<file path="config.mk">
export PLATFORM = sky130hd
export DESIGN_NAME = bcd_clock_timezone_adjust_unit
export DESIGN_NICKNAME = d
export VERILOG_FILES = /design/src/sv/bctz_pkg.sv /design/src/sv/bcd_clock_timezone_adjust_unit.sv
export SDC_FILE = /design/constraint.sdc
export NUM_CORES = 1
export LEC_CHECK = 0
export ABC_AREA = 1
export BUFFER_PORTS_ARGS = -buffer_cell sky130_fd_sc_hd__clkbuf_2
export CAP_MARGIN = 10
export CELL_PAD_IN_SITES_DETAIL_PLACEMENT = 1
export CELL_PAD_IN_SITES_GLOBAL_PLACEMENT = 1
export CORE_ASPECT_RATIO = 1.5
export CORE_MARGIN = 2
export CORE_UTILIZATION = 44
export CTS_BUF_LIST = sky130_fd_sc_hd__clkbuf_4 sky130_fd_sc_hd__clkbuf_8
export DETAILED_ROUTE_END_ITERATION = 8
export PLACE_DENSITY = 0.9
export SLEW_MARGIN = 5
export SYNTH_ARGS = -nofsm -noshare
export SYNTH_HDL_FRONTEND = slang
export SYNTH_SLANG_ARGS = --single-unit
</file>
<file path="constraint.sdc">
create_clock -name clk -period 3.1 [get_ports clk]
set_input_delay 0.155 -clock clk [delete_from_list [all_inputs] [get_ports clk]]
set_output_delay 0.155 -clock clk [all_outputs]
set_load 0.01 [all_outputs]
</file>
<file path="src/sv/bctz_pkg.sv">
// Shared widths, constants and helper functions for the BCD clock timezone adjust unit.
package bctz_pkg;

  localparam int unsigned BCD_W   = 8;
  localparam int unsigned TZ_W    = 5;
  localparam int unsigned BIN_W   = 7;   // two decimal digits, 0 to 99
  localparam int unsigned ADJ_W   = 8;   // hour plus offset, signed, -16 to 114
  localparam int unsigned SEC_W   = 6;
  localparam int unsigned HOUR_W  = 5;
  localparam int unsigned DAY_W   = 5;
  localparam int unsigned MONTH_W = 4;
  localparam int unsigned YEAR_W  = 12;

  localparam logic [YEAR_W-1:0]  YEAR_BASE = 12'd2000;
  localparam logic [ADJ_W-1:0]   HOURS_DAY = 8'd24;
  localparam logic [MONTH_W-1:0] MONTH_JAN = 4'd1;
  localparam logic [MONTH_W-1:0] MONTH_FEB = 4'd2;
  localparam logic [MONTH_W-1:0] MONTH_DEC = 4'd12;
  localparam logic [DAY_W-1:0]   DAY_FIRST = 5'd1;
  localparam logic [DAY_W-1:0]   DAYS_FEB_LEAP = 5'd29;

  // True when either nibble of a BCD byte is above nine.
  function automatic logic bcd_bad(input logic [BCD_W-1:0] b);
    return (b[3:0] > 4'd9) || (b[7:4] > 4'd9);
  endfunction

  // Ten times the high nibble plus the low nibble, as shifts and adds.
  function automatic logic [BIN_W-1:0] bcd_to_bin(input logic [BCD_W-1:0] b);
    logic [BIN_W-1:0] hi;
    hi = {3'b000, b[7:4]};
    return (hi << 3) + (hi << 1) + {3'b000, b[3:0]};
  endfunction

  // Length of a month; the caller passes months 1 to 12 only.
  function automatic logic [DAY_W-1:0] month_days(input logic [MONTH_W-1:0] m,
                                                  input logic leap);
    logic [DAY_W-1:0] d;
    unique case (m)
      4'd1, 4'd3, 4'd5, 4'd7, 4'd8, 4'd10, 4'd12: d = 5'd31;
      4'd4, 4'd6, 4'd9, 4'd11:                   d = 5'd30;
      4'd2:                                      d = leap ? DAYS_FEB_LEAP : 5'd28;
      default:                                   d = 5'd0;
    endcase
    return d;
  endfunction

endpackage

</file>
<file path="src/sv/bcd_clock_timezone_adjust_unit.sv">
// Top level: decodes a BCD clock snapshot and applies a whole-hour timezone offset.
//
//   Channel   Direction  Handshake                Payload
//   in_*      input      in_valid / in_ready      six raw BCD clock bytes
//   out_*     output     out_valid / out_ready    binary time and date, bad flag
//   cfg_*     input      cfg_wr_en                signed 5-bit hour offset
//
// Every transaction passes through two register stages: the first holds the decoded
// binary fields and the offset hour sum, the second holds the rolled date and hour.
// One transaction is accepted every cycle while the output is not stalled.
// Reset (rst_n, synchronous) empties both stages and clears the offset to zero.
// A stalled output holds its result; upstream stages keep filling until full.
module bcd_clock_timezone_adjust_unit (
  input  logic                               clk,
  input  logic                               rst_n,
  input  logic                               cfg_wr_en,
  input  logic [bctz_pkg::TZ_W-1:0]          cfg_wr_data,
  input  logic                               in_valid,
  output logic                               in_ready,
  input  logic [bctz_pkg::BCD_W-1:0]         in_bcd_second,
  input  logic [bctz_pkg::BCD_W-1:0]         in_bcd_minute,
  input  logic [bctz_pkg::BCD_W-1:0]         in_bcd_hour,
  input  logic [bctz_pkg::BCD_W-1:0]         in_bcd_day,
  input  logic [bctz_pkg::BCD_W-1:0]         in_bcd_month,
  input  logic [bctz_pkg::BCD_W-1:0]         in_bcd_year,
  output logic                               out_valid,
  input  logic                               out_ready,
  output logic [bctz_pkg::SEC_W-1:0]         out_second,
  output logic [bctz_pkg::SEC_W-1:0]         out_minute,
  output logic [bctz_pkg::HOUR_W-1:0]        out_hour,
  output logic [bctz_pkg::DAY_W-1:0]         out_day,
  output logic [bctz_pkg::MONTH_W-1:0]       out_month,
  output logic [bctz_pkg::YEAR_W-1:0]        out_year,
  output logic                               out_bad_input
);
  import bctz_pkg::*;

  logic [TZ_W-1:0]    tz_r;

  // Decode stage.
  logic               s1_valid_r;
  logic               s1_ready;
  logic [BIN_W-1:0]   s1_sec_r, s1_min_r, s1_day_r, s1_yy_r;
  logic [MONTH_W-1:0] s1_month_r;
  logic [ADJ_W-1:0]   s1_adj_r;
  logic               s1_bad_r;

  logic [BIN_W-1:0]   dec_month;
  logic               dec_bad;
  logic [ADJ_W-1:0]   dec_adj;

  // Result stage.
  logic               out_valid_r;
  logic               s2_ready;
  logic [SEC_W-1:0]   out_second_r, out_minute_r;
  logic [HOUR_W-1:0]  out_hour_r;
  logic [DAY_W-1:0]   out_day_r;
  logic [MONTH_W-1:0] out_month_r;
  logic [YEAR_W-1:0]  out_year_r;
  logic               out_bad_r;

  logic [HOUR_W-1:0]  hour_nxt;
  logic [DAY_W-1:0]   day_nxt;
  logic [MONTH_W-1:0] month_nxt;
  logic [YEAR_W-1:0]  year_nxt;
  logic [YEAR_W-1:0]  year_cur;
  logic [ADJ_W-1:0]   adj_mod;
  logic               leap;
  logic               roll_fwd, roll_back;
  logic [DAY_W-1:0]   days_cur, days_prev;
  logic [MONTH_W-1:0] month_prev;
  logic [BIN_W-1:0]   day_inc;

  assign s2_ready = !out_valid_r || out_ready;
  assign s1_ready = !s1_valid_r || s2_ready;
  assign in_ready = s1_ready;

  always_ff @(posedge clk) begin
    if (!rst_n) begin
      tz_r <= '0;
    end else if (cfg_wr_en) begin
      tz_r <= cfg_wr_data;
    end
  end

  always_comb begin
    dec_month = bcd_to_bin(in_bcd_month);
    dec_bad   = bcd_bad(in_bcd_second) || bcd_bad(in_bcd_minute) || bcd_bad(in_bcd_hour) ||
                bcd_bad(in_bcd_day) || bcd_bad(in_bcd_month) || bcd_bad(in_bcd_year) ||
                (dec_month == '0) || (dec_month > BIN_W'(MONTH_DEC));
    dec_adj   = {1'b0, bcd_to_bin(in_bcd_hour)} + {{(ADJ_W-TZ_W){tz_r[TZ_W-1]}}, tz_r};
  end

  always_ff @(posedge clk) begin
    if (!rst_n) begin
      s1_valid_r <= 1'b0;
    end else if (s1_ready) begin
      s1_valid_r <= in_valid;
    end
  end

  always_ff @(posedge clk) begin
    if (s1_ready && in_valid) begin
      s1_sec_r   <= bcd_to_bin(in_bcd_second);
      s1_min_r   <= bcd_to_bin(in_bcd_minute);
      s1_day_r   <= bcd_to_bin(in_bcd_day);
      s1_yy_r    <= bcd_to_bin(in_bcd_year);
      s1_month_r <= dec_month[MONTH_W-1:0];
      s1_adj_r   <= dec_adj;
      s1_bad_r   <= dec_bad;
    end
  end

  // Within 2000 to 2099 the leap rule reduces to a year divisible by four; a year
  // that steps back to 1999 does so only into December, where it does not matter.
  always_comb begin
    leap       = (s1_yy_r[1:0] == 2'b00);
    roll_back  = s1_adj_r[ADJ_W-1];
    roll_fwd   = !roll_back && (s1_adj_r >= HOURS_DAY);
    year_cur   = YEAR_BASE + {{(YEAR_W-BIN_W){1'b0}}, s1_yy_r};
    days_cur   = month_days(s1_month_r, leap);
    month_prev = (s1_month_r == MONTH_JAN) ? MONTH_DEC : s1_month_r - MONTH_JAN;
    days_prev  = month_days(month_prev, leap);
    day_inc    = s1_day_r + BIN_W'(1);

    day_nxt   = s1_day_r[DAY_W-1:0];
    month_nxt = s1_month_r;
    year_nxt  = year_cur;
    if (roll_fwd) begin
      if (day_inc > {2'b00, days_cur}) begin
        day_nxt = DAY_FIRST;
        if (s1_month_r == MONTH_DEC) begin
          month_nxt = MONTH_JAN;
          year_nxt  = year_cur + YEAR_W'(1);
        end else begin
          month_nxt = s1_month_r + MONTH_JAN;
        end
      end else begin
        day_nxt = day_inc[DAY_W-1:0];
      end
    end else if (roll_back) begin
      if (s1_day_r <= BIN_W'(1)) begin
        month_nxt = month_prev;
        day_nxt   = days_prev;
        if (s1_month_r == MONTH_JAN) begin
          year_nxt = year_cur - YEAR_W'(1);
        end
      end else begin
        day_nxt = s1_day_r[DAY_W-1:0] - DAY_FIRST;
      end
    end

    // The sum lies between -16 and 114, so at most four days' worth of hours come off.
    priority if (roll_back)                 adj_mod = s1_adj_r + HOURS_DAY;
    else if (s1_adj_r >= 8'd96)             adj_mod = s1_adj_r - 8'd96;
    else if (s1_adj_r >= 8'd72)             adj_mod = s1_adj_r - 8'd72;
    else if (s1_adj_r >= 8'd48)             adj_mod = s1_adj_r - 8'd48;
    else if (roll_fwd)                      adj_mod = s1_adj_r - HOURS_DAY;
    else                                    adj_mod = s1_adj_r;
    hour_nxt = adj_mod[HOUR_W-1:0];
  end

  always_ff @(posedge clk) begin
    if (!rst_n) begin
      out_valid_r <= 1'b0;
    end else if (s2_ready) begin
      out_valid_r <= s1_valid_r;
    end
  end

  always_ff @(posedge clk) begin
    if (s2_ready && s1_valid_r) begin
      out_bad_r <= s1_bad_r;
      if (s1_bad_r) begin
        out_second_r <= '0;
        out_minute_r <= '0;
        out_hour_r   <= '0;
        out_day_r    <= '0;
        out_month_r  <= '0;
        out_year_r   <= '0;
      end else begin
        out_second_r <= s1_sec_r[SEC_W-1:0];
        out_minute_r <= s1_min_r[SEC_W-1:0];
        out_hour_r   <= hour_nxt;
        out_day_r    <= day_nxt;
        out_month_r  <= month_nxt;
        out_year_r   <= year_nxt;
      end
    end
  end

  assign out_valid     = out_valid_r;
  assign out_second    = out_second_r;
  assign out_minute    = out_minute_r;
  assign out_hour      = out_hour_r;
  assign out_day       = out_day_r;
  assign out_month     = out_month_r;
  assign out_year      = out_year_r;
  assign out_bad_input = out_bad_r;

  a_bad_clears_fields: assert property (@(posedge clk) disable iff (!rst_n)
    out_valid && out_bad_input |-> out_hour == '0 && out_day == '0 &&
                                   out_month == '0 && out_year == '0)
    else $error("bad transaction carries nonzero date fields");

  a_good_ranges: assert property (@(posedge clk) disable iff (!rst_n)
    out_valid && !out_bad_input |-> out_hour < 5'd24 && out_month >= MONTH_JAN &&
                                    out_month <= MONTH_DEC && out_year >= 12'd1999 &&
                                    out_year <= 12'd2100)
    else $error("good transaction has hour, month or year out of range");

  a_accept_fills_stage: assert property (@(posedge clk) disable iff (!rst_n)
    in_valid && in_ready |=> s1_valid_r)
    else $error("accepted transaction lost before the decode stage");

  a_stage_advances: assert property (@(posedge clk) disable iff (!rst_n)
    s1_valid_r && s2_ready |=> out_valid)
    else $error("decode stage transaction did not reach the output register");

endmodule

</file>
==> impl_metrics.csv <==
group,metric,value,unit
finish,multi_input_area,3170,µm²
setup_path,r2r_cells,17,
floorplan,coreArea,13500,µm²
route,vias,5132,
setup_path,cp-start-kind,"register",
finish,final_nets,919,
min_path,hold_depth,3,
timing,fin_crit_sh,91.5,%
logic_synthesis,yosys_warnings,0,
clock_network,cts_buffers,9,
timing,maxSlewHeadroom,45.5,%
logic_synthesis,synth_seq_area_share,40.7,%
logic_synthesis,syn_nets,806,
clock_network,clkLatencyLatePin,0.38,ns
timing,max_freq,0.352,GHz
route,drt_wl_total,16800,µm
setup_path,required,3.25,ns
route,drc_errors,0,
clock_network,cts_root_buf,"clkbuf_8",
min_path,whs_endpoint,"tz_r[3]",
route,top_layer_used,"met4",
route,wl_met1,5960,µm
setup_path,r2r-end,"out_year[8]",
clock_network,clock-sinks,85,
clock_network,cts.clk_slew.worst_paths,0.10,ns
pwr,p_per_area,488,nW/µm²
logic_synthesis,yosys.area.top_type,"edfxtp_1",
timing,min_period,2.84,ns
placement,dpl.hpwl,13000,µm
route,wl_met2,9580,µm
logic_synthesis,synth_area,6090,µm²
global_route,grt_pass1_vias,5640,
outcome,outcome,"finished clean",
route,via_per_inst,5.42,
pwr,power_frac_seq,42.5,%
run,drv_cap,0,
logic_synthesis,synth.top_cell.area_share,38.4,%
logic_synthesis,synth_edf_count,78,
global_route,antenna_found_initial,0,
global_route,grt_pass1_wl,27400,µm
timing,setup-violations-final,0,
setup_path,worst_setup_path_end_kind,"register",
finish,syn_to_final_growth,16.2,%
pwr,p_int,2.23,mW
pwr,total_power,3.46,mW
logic_synthesis,synthArstFlopShare,0,%
setup_path,critPathKind,"reg2reg",
global_route,grt_max_degree,40,
placement,gp_congestion,0.886,
floorplan,fp-row-count,52,
clock_network,cts_tree,"done",
finish,seqCellArea,2480,µm²
timing,tightest_slew,0.816,ns
floorplan,die_w,100,µm
global_route,grt.total_usage,23.7,%
route,dr.first_iter.drc_count,169,
timing,hold_viol,0,
setup_path,reg2reg_from,"s1_month_r[1]",
placement,place_ws,0.147,ns
pwr,clock_power_share,26.2,%
placement,numPortBuffers,98,
finish,drive_above_1_share,20.9,%
floorplan,top_level_ports,99,
logic_synthesis,synthTopCellsByArea,"edfxtp_1, ha_1, inv_1",
route,ant_nets,0,
route,routedWlPerCell,17.7,µm
floorplan,dieArea,14800,µm²
floorplan,die_height,148,µm
pwr,p_sw,1.23,mW
floorplan,initial_core_util,45.0,%
logic_synthesis,synth_seq_cells,85,
pwr,comb_power_share,31.3,%
pwr,power_switching_share,35.5,%
min_path,worstHoldPathType,"in2reg",
pwr,vdd_drop_max,206,µV
timing,finClkSkew,0.0157,ns
route,drtPass1Iterations,4,
timing,drv_slew,0,
finish,diodes,0,
setup_path,reg2reg_slack,0.26,ns
timing,setup_ws,0.263,ns
setup_path,arrival,2.99,ns
pwr,p_leak,3.40,nW
logic_synthesis,netlist_instances,667,
logic_synthesis,synth_flop_cell,"edfxtp_1",
clock_network,cts_buffer_depth,2,
global_route,grt_overflow_total,0,
route,wl_met3,563,µm
logic_synthesis,avgSynthCellArea,9.13,µm²
clock_network,h-tree-depth,3,
setup_path,crit_fanout,11,
logic_synthesis,synth.distinct_cells,44,
min_path,min-delay-start,"cfg_wr_data[3]",
finish,fill_cells,1619,
[worst max-delay path by stage]
stage,to,slack (ns),from
after detailed placement,s1_adj_r[6],0.15,in_bcd_hour[3]
after global routing,out_year[8],-0.008,s1_month_r[1]
after floorplan,out_bad_input,0.35,out_valid
after global placement,s1_adj_r[6],0.31,in_bcd_hour[3]
after CTS,out_year[8],0.13,s1_month_r[0]
final,out_year[8],0.26,s1_month_r[1]
[worst max-delay path, cell delays in order, from the launching register on]
cell and delay, ns:
edfxtp_1 0.49, inv_1 0.16, ha_1 0.23, inv_1 0.07, nand2_1 0.10, nand2_1 0.11
nand2_2 0.11, nor2_1 0.07, ha_1 0.29, nand2_1 0.06, nor2_1 0.21, nand2_4 0.17
nand2_1 0.13, nor2_1 0.07, nand3_1 0.11, nand3_1 0.09, nand2_1 0.07, nor2_1 0.05
[sequential cells by signal (all words and copies together) (netlist names)]
| name | count |
|---|---|
| out_year | 12 |
| out_valid | 1 |
| out_second | 6 |
| out_bad_input | 1 |
| out_minute | 6 |
| s1_min_r | 6 |
| out_day | 5 |
| s1_bad_r | 1 |
| out_month | 4 |
| s1_yy_r | 7 |
| out_hour | 5 |
| tz_r | 5 |
| s1_sec_r | 6 |
| s1_valid_r | 1 |
| s1_day_r | 7 |
| s1_month_r | 4 |
| s1_adj_r | 8 |
[cell usage in the layout, fill, tap and decap left out, types with 5 or more instances in the layout]
cell | synthesis | final
clkbuf_2 | 0 | 98
inv_1 | 92 | 91
nand2_1 | 91 | 91
edfxtp_1 | 78 | 78
nor2_1 | 68 | 68
ha_1 | 68 | 67
nand3_1 | 45 | 45
a21oi_1 | 45 | 44
o21ai_0 | 42 | 42
xor2_1 | 19 | 19
fa_1 | 13 | 13
nand4_1 | 11 | 11
buf_4 | 1 | 10
inv_2 | 8 | 9
clkbuf_8 | 0 | 9
xnor2_1 | 7 | 7
dfxtp_1 | 7 | 7
a31oi_1 | 6 | 6
nor2_2 | 6 | 6
nand2_2 | 7 | 6
nand2_4 | 4 | 5
dlygate4sd3_1 | 0 | 5
[final cells by class]
class	count	share of cell area (%)
Clock buffer	9	1.75
Clock inverter	6	1.34
Inverter	102	5.44
Multi-Input combinational cell	469	44.8
Sequential cell	85	35.1
Tap cell	162	2.86
Timing Repair Buffer	113	8.70
[cell usage after synthesis, drive strengths merged (2+ instances only)]
cell	instances
nand2	102
inv	101
edfxtp	78
nor2	78
ha	68
nand3	49
a21oi	47
o21ai	44
xor2	19
fa	13
nand4	12
dfxtp	7
xnor2	7
a31oi	6
buf	6
clkbuf	5
nor3	4
o211ai	4
nand3b	2
nor4	2
o2111ai	2
o22ai	2
o31ai	2
[power groups by stage]
stage,logic [mW],clock network (mW),registers (mW)
final,1.08,0.906,1.47
after CTS,1.07,0.907,1.47
after detailed placement,1.05,0,1.49
after global routing,1.22,0.954,1.48
after floorplan,0.735,0,1.47
after global placement,0.957,0,1.48
[cell families after synthesis]
kind of cell,after synthesis,synth area share [%]
buf+inv,113,7.48
flops,85,40.7
compound gates,111,9.96
xor+xnor,26,3.74
simple gates,251,19.8
fa+ha+maj,81,18.2
[routing by layer]
layer	vias to the layer above	global-route usage, %
met5	-	0
met4	0	10.7
met3	51	3.57
met2	145	46.6
met1	2449	24.0
li1	2487	-
[stage by stage]
step                      instance area [µm²]  hold WS, ns  setup TNS [ns]  utilization [%]  std cells
after detailed placement                 6770        0.335               0             50.0        922
after floorplan                          6090        0.254               0                -        667
final                                    7080       0.0204               0             52.3        946
after global routing                     7080       0.0123        -0.00787             52.3        946
after CTS                                7040      0.00557               0             52.0        942
after global placement                   6770        0.332               0             50.0        922
[repair_timing]
item,CTS,global route
endpoints found under the hold margin,5,0
hold buffers,5,0
gates resized for setup,0,3
setup endpoints to repair,0,10
setup buffers,0,4
Note: power is estimated with default switching activity, not from simulation.
